==> src/sv/assert_macros.svh <==
// Assertion macros used by the raycaster back end.
`ifndef ASSERT_MACROS_SVH
`define ASSERT_MACROS_SVH

// Clocked property with a reset that disables it and a fixed message.
`define GRC_ASSERT(lbl, clk, rstn, prop) \
	lbl: assert property (@(posedge clk) disable iff (!rstn) prop) \
		else $error("raycaster assertion failed");

// Clocked property with a reset that disables it and a message of its own.
`define GRC_ASSERT_MSG(lbl, clk, rstn, prop, msg) \
	lbl: assert property (@(posedge clk) disable iff (!rstn) prop) \
		else $error(msg);

`endif

==> src/sv/grc_pkg.sv <==
`timescale 1ns / 1ps
package grc_pkg;

	localparam int MAP_SIZE    = 32;
	localparam int MAP_AW      = $clog2(MAP_SIZE);
	localparam int MAX_DEPTH   = 16;
	localparam int DEPTH       = MAX_DEPTH * 256;
	localparam int MARCH_STEP  = 26;
	localparam int EDGE_RATIO  = 10000;
	localparam int QDEPTH      = 4;
	localparam int QAW         = $clog2(QDEPTH);
	localparam int DIV_NW      = 22;
	localparam int DIV_DW      = 14;

	localparam logic [30:0] C1 = 31'd1686629713;
	localparam logic [30:0] C3 = 31'd693598668;
	localparam logic [30:0] C5 = 31'd85569306;
	localparam logic [30:0] C7 = 31'd5026995;
	localparam logic [30:0] C9 = 31'd172272;

	localparam logic KIND_LOAD = 1'b0;
	localparam logic KIND_CAST = 1'b1;

	localparam logic [2:0] CFG_PLAYER_X  = 3'd0;
	localparam logic [2:0] CFG_PLAYER_Y  = 3'd1;
	localparam logic [2:0] CFG_HEADING   = 3'd2;
	localparam logic [2:0] CFG_FOV       = 3'd3;
	localparam logic [2:0] CFG_WIDTH     = 3'd4;
	localparam logic [2:0] CFG_HEIGHT    = 3'd5;

	localparam logic [2:0] SHADE_FULL   = 3'd0;
	localparam logic [2:0] SHADE_DARK   = 3'd1;
	localparam logic [2:0] SHADE_MEDIUM = 3'd2;
	localparam logic [2:0] SHADE_LIGHT  = 3'd3;
	localparam logic [2:0] SHADE_BLANK  = 3'd4;

	typedef struct packed {
		logic [12:0] player_x;
		logic [12:0] player_y;
		logic [11:0] player_heading;
		logic [11:0] field_of_view;
		logic [9:0]  screen_width;
		logic [9:0]  screen_height;
	} cfg_t;

	typedef struct packed {
		logic        kind;
		logic [4:0]  row_index;
		logic [31:0] row_bits;
		logic [9:0]  column;
	} cmd_t;

	typedef struct packed {
		logic [9:0]         column_out;
		logic [12:0]        distance;
		logic signed [10:0] ceiling_row;
		logic [10:0]        floor_row;
		logic [2:0]         wall_shade;
		logic               tile_edge;
	} res_t;

	typedef struct packed {
		logic              kind;
		logic [4:0]        row_index;
		logic [31:0]       row_bits;
		logic [9:0]        column;
		logic [DIV_NW-1:0] cprod;
	} qent_t;

	typedef struct packed {
		logic              start;
		logic [DIV_NW-1:0] num;
		logic [DIV_DW-1:0] den;
	} div_req_t;

	typedef struct packed {
		logic              busy;
		logic              done;
		logic [DIV_NW-1:0] quo;
	} div_rsp_t;

	function automatic logic [30:0] horner_coef(input logic [1:0] k);
		logic [30:0] c;
		unique case (k)
			2'd0: c = C7;
			2'd1: c = C5;
			2'd2: c = C3;
			default: c = C1;
		endcase
		return c;
	endfunction

endpackage

==> src/sv/grc_front.sv <==
`timescale 1ns / 1ps
module grc_front (
	input  logic           cmd_valid,
	input  grc_pkg::cmd_t  cmd,
	output logic           cmd_stall,
	input  grc_pkg::cfg_t  cfg,
	input  logic           q_full,
	output logic           push,
	output grc_pkg::qent_t ent
);

	logic keep;

	// A map row beyond the map is dropped here and never reaches the back end.
	assign keep      = (cmd.kind == grc_pkg::KIND_CAST) || (32'(cmd.row_index) < grc_pkg::MAP_SIZE);
	assign cmd_stall = q_full;
	assign push      = cmd_valid && !q_full && keep;

	always_comb begin
		ent.kind      = cmd.kind;
		ent.row_index = cmd.row_index;
		ent.row_bits  = cmd.row_bits;
		ent.column    = cmd.column;
		ent.cprod     = grc_pkg::DIV_NW'(cmd.column) * grc_pkg::DIV_NW'(cfg.field_of_view);
	end

endmodule

==> config.mk <==
export PLATFORM = sky130hd
export DESIGN_NAME = grc_front
export DESIGN_NICKNAME = d
export VERILOG_FILES = /design/src/sv/assert_macros.svh /design/src/sv/grc_pkg.sv /design/src/sv/grc_front.sv
export SDC_FILE = /design/constraint.sdc
export NUM_CORES = 1
export LEC_CHECK = 0
export BUFFER_PORTS_ARGS = -buffer_cell sky130_fd_sc_hd__buf_2
export CAP_MARGIN = 20
export CELL_PAD_IN_SITES_DETAIL_PLACEMENT = 2
export CELL_PAD_IN_SITES_GLOBAL_PLACEMENT = 2
export CORE_MARGIN = 2
export CORE_UTILIZATION = 28
export DETAILED_ROUTE_END_ITERATION = 7
export PLACE_DENSITY_LB_ADDON = 0.1
export SLEW_MARGIN = 5
export SYNTH_ARGS = -nofsm -noshare
export SYNTH_HDL_FRONTEND = slang
export SYNTH_SLANG_ARGS = --single-unit
==> constraint.sdc <==
create_clock -name vclk -period 7.8
set_input_delay 1.17 -clock vclk [all_inputs]
set_output_delay 1.17 -clock vclk [all_outputs]
set_load 0.05 [all_outputs]
==> results_dict.tcl <==
set metrics [dict create \
    die_area_um2 16700 \
    grt_max_degree 14 \
    rsz0062_at_grt "no" \
    worstSetupStartpointType "input port" \
    area_delta_synth_final_pct 3.05 \
    grt_util_all_layers_pct 14.6 \
    register_area_um2 0 \
    synth_area_per_cell_um2 8.52 \
    maxCapViolations 0 \
    final_common_cell "inv_1" \
    mostFrequentLayoutCells "inv_1 (79), fa_1 (78), and2_1 (74), buf_2 (58), ha_1 (57)" \
    die_x_um 129 \
    netlist-cell-type-count 40 \
    dr.pass1.iters 3 \
    clock_buffers 0 \
    ys.warnings.count 0 \
    critical_path_class "in -> out" \
    min_path_type "in -> out" \
    wl_per_cell_um 16.2 \
    max_stage_delay_ns 0.54 \
    crit_family "adder cells" \
    cp-end-kind "output port" \
    max-slew-margin-rel_pct 73.3 \
    hold_violations 0 \
    ctsResizeCount 0 \
    start_util_pct 28.8 \
    fin_crit_ns 7.49 \
    overflow 0 \
    synthCells 516 \
    place.gp.congestion 0.721 \
    io_buffers 58 \
    crit_fanout 13 \
    seq_cell_count 0 \
    drcViolationCount 0 \
    synth_area_leaders "fa_1 (36%), ha_1 (16%), and2_1 (11%)" \
    setup_violations 0 \
    dp_hpwl_um 10100 \
    finalWirelength_um 11600 \
    required_ns 6.63 \
    fmax_mhz 134 \
    synth.top_cell.area_share_pct 35.5 \
    antenna_found_initial 0 \
    fillers 1784 \
    min_period_over_period_pct 96.0 \
    postRouteAntennaNets 0 \
    nets 764 \
    yosysTopAreaCell "fa_1" \
    ys_seq_area_share_pct 0 \
    grt_pass1_wl_um 19700 \
    routed_via_density 4.65 \
    grt_pass1_vias 3838 \
    drv_slew 0 \
    rows 45 \
    syn_nets 771 \
    arrival_ns 6.32 \
    io_pins 192 \
    antennaDiodeCount 0 \
    synthesis.area_um2 4400 \
    layout-drive-gt1-share_pct 14.0 \
    core-area_um2 15300 \
    crit_slowest_cell "or4_1" \
    via_count 3336 \
    crit_path_cell_trace "buf_2, nand2_1, fa_1, inv_1, fa_1, inv_1, fa_1, inv_1, fa_1, inv_1, fa_1, inv_1, ha_1, a21o_1, o31ai_2, o21ai_1, or4_1, nand3_1, buf_2" \
    die_h_um 129 \
    path_buf_inv 7 \
    drt-initial-drc-count 25 \
    worst_slew_pin_slew_ns 0.398 \
    multiInputGateArea_um2 3650 \
    holdBufCountCts 0 \
    status "complete, no violations" \
    fin_tns_setup_ns 0 \
    cts_setup_buffers 0 \
]
[cell usage after synthesis (all sizes together), types with 6 or more instances]
cell	n
clkbuf	22
nor2	7
and2	75
nand2	56
xnor2	10
a21oi	14
buf	49
inv	79
a21o	10
xor2	6
ha	57
o21ai	14
fa	78
[metrics by stage]
stage / instance area, um2 / hold slack (ns) / setup WS (ns) / util [%] / std cells
after floorplan: 4400 / 2.51 / 0.197 / - / 516
after global placement: 4530 / 2.34 / 0.311 / 29.7 / 718
after detailed placement: 4530 / 2.34 / 0.266 / 29.7 / 718
after CTS: 4530 / 2.34 / 0.239 / 29.7 / 718
after global routing: 4530 / 2.34 / 0.0300 / 29.7 / 718
final: 4530 / 2.34 / 0.313 / 29.7 / 718
[final cells by class]
type	instances	area share (%)
inverters	79	6.55
repair buffers	62	7.07
well taps	211	5.83
multi-input cells	366	80.6
[layer usage]
layer / vias to the layer above / part of all wire, % / track usage, % / routed length, um
met4: 0 / 0.11 / 0.320 / 13
met3: 6 / 1.8 / 0.330 / 215
met1: 1746 / 42 / 18.5 / 4920
li1: 1539 / - / - / -
met2: 45 / 56 / 29.0 / 6480
met5: - / 0 / 0 / 0
[cells by family (layout without fill, tap and decap cells)]
logic type,count (synthesis),count (layout),share of synthesized area [%]
AO/OA/AOI/OAI,57,57,9.13
XOR/XNOR,16,16,3.19
adder cells (fa/ha/maj),135,135,51.7
buffers and inverters,150,141,17.0
AND/OR/NAND/NOR,158,158,19.0
[worst paths after layout]
path,slack (ns),depth (start not counted),from,end
max,0.31,19,cmd[2],ent[21]
min,2.34,0,cmd[31],ent[53]
Power is left out: the tool's default activity adds up to more than one toggle a clock period on the data nets, which glitch-free logic cannot reach.
