--- config.mk ---
export PLATFORM = sky130hd
export DESIGN_NAME = grc_queue
export DESIGN_NICKNAME = d
export VERILOG_FILES = /design/src/sv/assert_macros.svh /design/src/sv/grc_pkg.sv /design/src/sv/grc_queue.sv
export SDC_FILE = /design/constraint.sdc
export NUM_CORES = 1
export LEC_CHECK = 0
export BUFFER_PORTS_ARGS = -buffer_cell sky130_fd_sc_hd__buf_2
export CAP_MARGIN = 30
export CORE_ASPECT_RATIO = 1.5
export CORE_MARGIN = 2
export CORE_UTILIZATION = 45
export CTS_CLUSTER_DIAMETER = 150
export DETAILED_ROUTE_END_ITERATION = 8
export PLACE_DENSITY = 0.63
export RECOVER_POWER = 50
export SKIP_LAST_GASP = 1
export SYNTH_ARGS = -nofsm -noshare
export SYNTH_HDL_FRONTEND = slang
export SYNTH_SLANG_ARGS = --single-unit
--- constraint.sdc ---
create_clock -name clk -period 5.1 [get_ports clk]
set_input_delay 0.51 -clock clk [delete_from_list [all_inputs] [get_ports clk]]
set_output_delay 0.51 -clock clk [all_outputs]
set_load 0.005 [all_outputs]
--- src/sv/assert_macros.svh ---
// Assertion macros used by the raycaster back end.
`ifndef ASSERT_MACROS_SVH
`define ASSERT_MACROS_SVH

// Clocked property with a reset that disables it and a fixed message.
`define GRC_ASSERT(lbl, clk, rstn, prop) \
	lbl: assert property (@(posedge clk) disable iff (!rstn) prop) \
		else $error("raycaster assertion failed");

// Clocked property with a reset that disables it and a message of its own.
`define GRC_ASSERT_MSG(lbl, clk, rstn, prop, msg) \
	lbl: assert property (@(posedge clk) disable iff (!rstn) prop) \
		else $error(msg);

`endif

--- src/sv/grc_pkg.sv ---
`timescale 1ns / 1ps
package grc_pkg;

	localparam int MAP_SIZE    = 32;
	localparam int MAP_AW      = $clog2(MAP_SIZE);
	localparam int MAX_DEPTH   = 16;
	localparam int DEPTH       = MAX_DEPTH * 256;
	localparam int MARCH_STEP  = 26;
	localparam int EDGE_RATIO  = 10000;
	localparam int QDEPTH      = 4;
	localparam int QAW         = $clog2(QDEPTH);
	localparam int DIV_NW      = 22;
	localparam int DIV_DW      = 14;

	localparam logic [30:0] C1 = 31'd1686629713;
	localparam logic [30:0] C3 = 31'd693598668;
	localparam logic [30:0] C5 = 31'd85569306;
	localparam logic [30:0] C7 = 31'd5026995;
	localparam logic [30:0] C9 = 31'd172272;

	localparam logic KIND_LOAD = 1'b0;
	localparam logic KIND_CAST = 1'b1;

	localparam logic [2:0] CFG_PLAYER_X  = 3'd0;
	localparam logic [2:0] CFG_PLAYER_Y  = 3'd1;
	localparam logic [2:0] CFG_HEADING   = 3'd2;
	localparam logic [2:0] CFG_FOV       = 3'd3;
	localparam logic [2:0] CFG_WIDTH     = 3'd4;
	localparam logic [2:0] CFG_HEIGHT    = 3'd5;

	localparam logic [2:0] SHADE_FULL   = 3'd0;
	localparam logic [2:0] SHADE_DARK   = 3'd1;
	localparam logic [2:0] SHADE_MEDIUM = 3'd2;
	localparam logic [2:0] SHADE_LIGHT  = 3'd3;
	localparam logic [2:0] SHADE_BLANK  = 3'd4;

	typedef struct packed {
		logic [12:0] player_x;
		logic [12:0] player_y;
		logic [11:0] player_heading;
		logic [11:0] field_of_view;
		logic [9:0]  screen_width;
		logic [9:0]  screen_height;
	} cfg_t;

	typedef struct packed {
		logic        kind;
		logic [4:0]  row_index;
		logic [31:0] row_bits;
		logic [9:0]  column;
	} cmd_t;

	typedef struct packed {
		logic [9:0]         column_out;
		logic [12:0]        distance;
		logic signed [10:0] ceiling_row;
		logic [10:0]        floor_row;
		logic [2:0]         wall_shade;
		logic               tile_edge;
	} res_t;

	typedef struct packed {
		logic              kind;
		logic [4:0]        row_index;
		logic [31:0]       row_bits;
		logic [9:0]        column;
		logic [DIV_NW-1:0] cprod;
	} qent_t;

	typedef struct packed {
		logic              start;
		logic [DIV_NW-1:0] num;
		logic [DIV_DW-1:0] den;
	} div_req_t;

	typedef struct packed {
		logic              busy;
		logic              done;
		logic [DIV_NW-1:0] quo;
	} div_rsp_t;

	function automatic logic [30:0] horner_coef(input logic [1:0] k);
		logic [30:0] c;
		unique case (k)
			2'd0: c = C7;
			2'd1: c = C5;
			2'd2: c = C3;
			default: c = C1;
		endcase
		return c;
	endfunction

endpackage

--- src/sv/grc_queue.sv ---
`timescale 1ns / 1ps
module grc_queue (
	input  logic           clk,
	input  logic           arst_n,
	input  logic           push,
	input  grc_pkg::qent_t din,
	input  logic           pop,
	output grc_pkg::qent_t dout,
	output logic           empty,
	output logic           full
);

	grc_pkg::qent_t           buf_q [grc_pkg::QDEPTH];
	logic [grc_pkg::QAW-1:0]  head_q;
	logic [grc_pkg::QAW-1:0]  tail_q;
	logic [grc_pkg::QAW:0]    count_q;

	assign empty = count_q == '0;
	assign full  = count_q == (grc_pkg::QAW+1)'(grc_pkg::QDEPTH);
	assign dout  = buf_q[head_q];

	always_ff @(posedge clk or negedge arst_n) begin
		if (!arst_n) begin
			head_q  <= '0;
			tail_q  <= '0;
			count_q <= '0;
		end else begin
			if (push) tail_q <= tail_q + 1'b1;
			if (pop) head_q <= head_q + 1'b1;
			if (push && !pop) count_q <= count_q + 1'b1;
			else if (pop && !push) count_q <= count_q - 1'b1;
		end
	end

	always_ff @(posedge clk) begin
		if (push) buf_q[tail_q] <= din;
	end

endmodule

==> reports/metrics.csv <==
stage,metric,value,unit
cts,clk_pin_slew,0.06,ns
cts,post-cts-setup-buffers,0,
worst_setup_path,path_class,flop to output port,
worst_setup_path,startpoint,head_q[0]$_DFFE_PN0P_,
cts,root_buffer,clkbuf_16,
sta,rsz0062_at_grt,no,
grt,grt_pass1_wl,29.0,mm
sta,fin_setup_tns,0,ns
worst_setup_path,crit_fanout,36,
die,ios,146,
sta,holdWs,0.212,ns
cts,cts_buffers,26,
min_path,hold_class,primary input to flop,
min_path,min_to,head_q[0]$_DFFE_PN0P_,
finish,fill_cells,1804,
placed_design,gp_congestion,0.711,
placed_design,numPortBuffers,145,
sta,hold_violations,0,
flow_run,drv_cap,0,
grt,gr-usage-all-layers,15.5,%
synth,syn_area_per_cell,26.4,um^2
die,core_area,23100,um^2
detailed_routing,vias,4680,
grt,antenna_found_initial,1,
detailed_routing,drt-initial-drc-count,321,
sta,worst_pin_slew,1.47,ns
pwr,p_total,7.12,mW
sta,min_period,3.20,ns
pwr,leakage,4.10,nW
worst_setup_path,crit_arrival,2.69,ns
cts,clkLatencyLatePin,0.52,ns
placed_design,dp.cells,851,
worst_setup_path,required,4.59,ns
placed_design,post-place-ws,2.34,ns
grt,grt_overflow,0,
cts,clockBufferDepth,3,
detailed_routing,vias_per_cell,5.19,
cts,numClockSinks,287,
worst_setup_path,r2r-start,tail_q[0]$_DFFE_PN0P_,
die,rows,68,
finish,syn_to_final_growth,18.2,%
sta,finClkSkew,0.00784,ns
sta,setup_viol,0,
synth,syn_nets,480,
synth,netlist_area,10600,um^2
cts,h-tree-depth,1,
detailed_routing,ant_nets,0,
pwr,vdd_drop_max,0.435,mV
worst_setup_path,start_kind,flop,
finish,drive_gt1_share,33.0,%
min_path,hold_start,pop,
die,die-area,24800,um^2
pwr,powerDensity,570,nW/um^2
synth,yosysWarningCount,0,
grt,grt_pass1_vias,5206,
sta,finalCritPeriodShare,62.8,%
cts,cts_tree,built,
die,initial_core_util,45.9,%
sta,max_freq,0.312,GHz
worst_setup_path,reg2reg_to,buf_q[2][27]$_DFFE_PP_,
synth,yosysUniqueCellTypes,20,
finish,final_area,12500,um^2
die,die_w,129,um
die,die_h,192,um
worst_setup_path,regToRegSetupSlack,2.59,ns
worst_setup_path,ff2ff_path_depth,4,
synth,ys_seq_elements,287,
synth,synthCells,400,
sta,timing.final.ws_setup,1.90,ns
synth,ys_seq_area_share,81.2,%
finish,stdcell_count,901,
placed_design,hpwl,11.3,mm
finish,post-route-util,54.2,%
worst_setup_path,worstSetupEndpointType,output port,
min_path,hold_depth,2,
finish,nets,645,
grt,grt_max_degree,56,
detailed_routing,first_pass_iters,4,
detailed_routing,remaining_drc_errors,0,
sta,slew-limit-headroom,1.65,%
detailed_routing,totalWireLength,18.9,mm
status,status,"complete, no violations",
sta,drv_slew,0,
detailed_routing,drt-wirelength-per-cell,21.0,um
placed_design,place_area,11700,um^2
## placed cells by master (no fill, tap or decap)
master           n
edfxtp_1       280
clkbuf_1        74
buf_2           73
mux4_2          68
clkbuf_16       27
clkinv_1         6
ha_1             5
bufinv_16        5
dfrtp_1          5
buf_16           5
inv_1            4
xor2_1           4
clkinv_2         4
clkinvlp_4       3
and2_4           2
mux4_1           2
and2_0           2
xnor2_1          2
nand2_1          2
dfrtp_4          2
buf_4            2
diode_2          1
nor3b_1          1
nor3_1           1
mux2_2           1
o21ai_0          1
nor2_1           1
fa_1             1
inv_8            1
dlygate4sd3_1    1
## synth_stat cells
cell type,count,area (um^2)
dfrtp_1,7,175
fa_1,1,20.0
inv_1,4,15.0
mux4_1,2,52.6
buf_12,7,140
nor2_1,1,3.75
nor3_1,1,5.00
edfxtp_1,280,8410
buf_2,7,35.0
clkbuf_1,1,3.75
nor3b_1,1,7.51
mux4_2,68,1530
and2_1,4,25.0
nand2_1,2,7.51
o21ai_0,1,5.00
mux2_2,1,11.3
buf_6,1,11.3
ha_1,5,62.6
xnor2_1,2,17.5
xor2_1,4,35.0
## registers in the layout (all words and copies together) (netlist names)
name and count:
head_q 2, buf_q 280, tail_q 2, count_q 3
## metal layers
metal / global-route usage, % / vias up / wire length [um]
li1: - / 2047 / -
met1: 18.8 / 2469 / 7310
met2: 27.4 / 120 / 10100
met3: 2.92 / 44 / 928
met4: 6.06 / 0 / 648
met5: 0 / - / 0
## critical path, stage by stage, from the launching register on
cell	delay, ns
dfrtp_4	0.90
buf_4	0.49
mux4_2	0.59
buf_2	0.15
## what timing repair did
item                      CTS  global route
hold buffers                1             0
hold endpoints to repair    7             0
gates resized for setup     0             0
## final cells by class
class / instances / area, um^2 / share of cell area (%)
flip-flops and latches: 287 / 8590 / 68.7
multi-input cells: 93 / 1790 / 14.3
repair buffers: 153 / 798 / 6.39
clock buffers: 29 / 683 / 5.47
well taps: 315 / 394 / 3.15
clock inverters: 19 / 226 / 1.81
inverters: 4 / 15.0 / 0.120
diodes: 1 / 2.50 / 0.0200
## report_power, final
group          internal [mW]  switching [mW]
sequential              3.09           0.224
combinational          0.933           0.843
clock                   1.22           0.813
## cells by family (layout without fill, tap and decap cells)
group,after synthesis,count (layout),synth area share [%]
other cells,0,1,0
buf+inv,20,205,1.94
compound gates,1,1,0.0473
mux,71,71,15.1
fa+ha+maj,6,6,0.781
simple gates,9,9,0.461
flops,287,287,81.2
xor+xnor,6,6,0.497
## worst max-delay path by stage
stage	end	cells after the start
after floorplan	buf_q[2][0]$_DFFE_PP_	3
after global placement	dout[46]	3
after detailed placement	dout[37]	3
final	dout[37]	3
after global routing	dout[37]	3
after CTS	dout[37]	3
No activity file was read; power rests on OpenSTA's default activity.
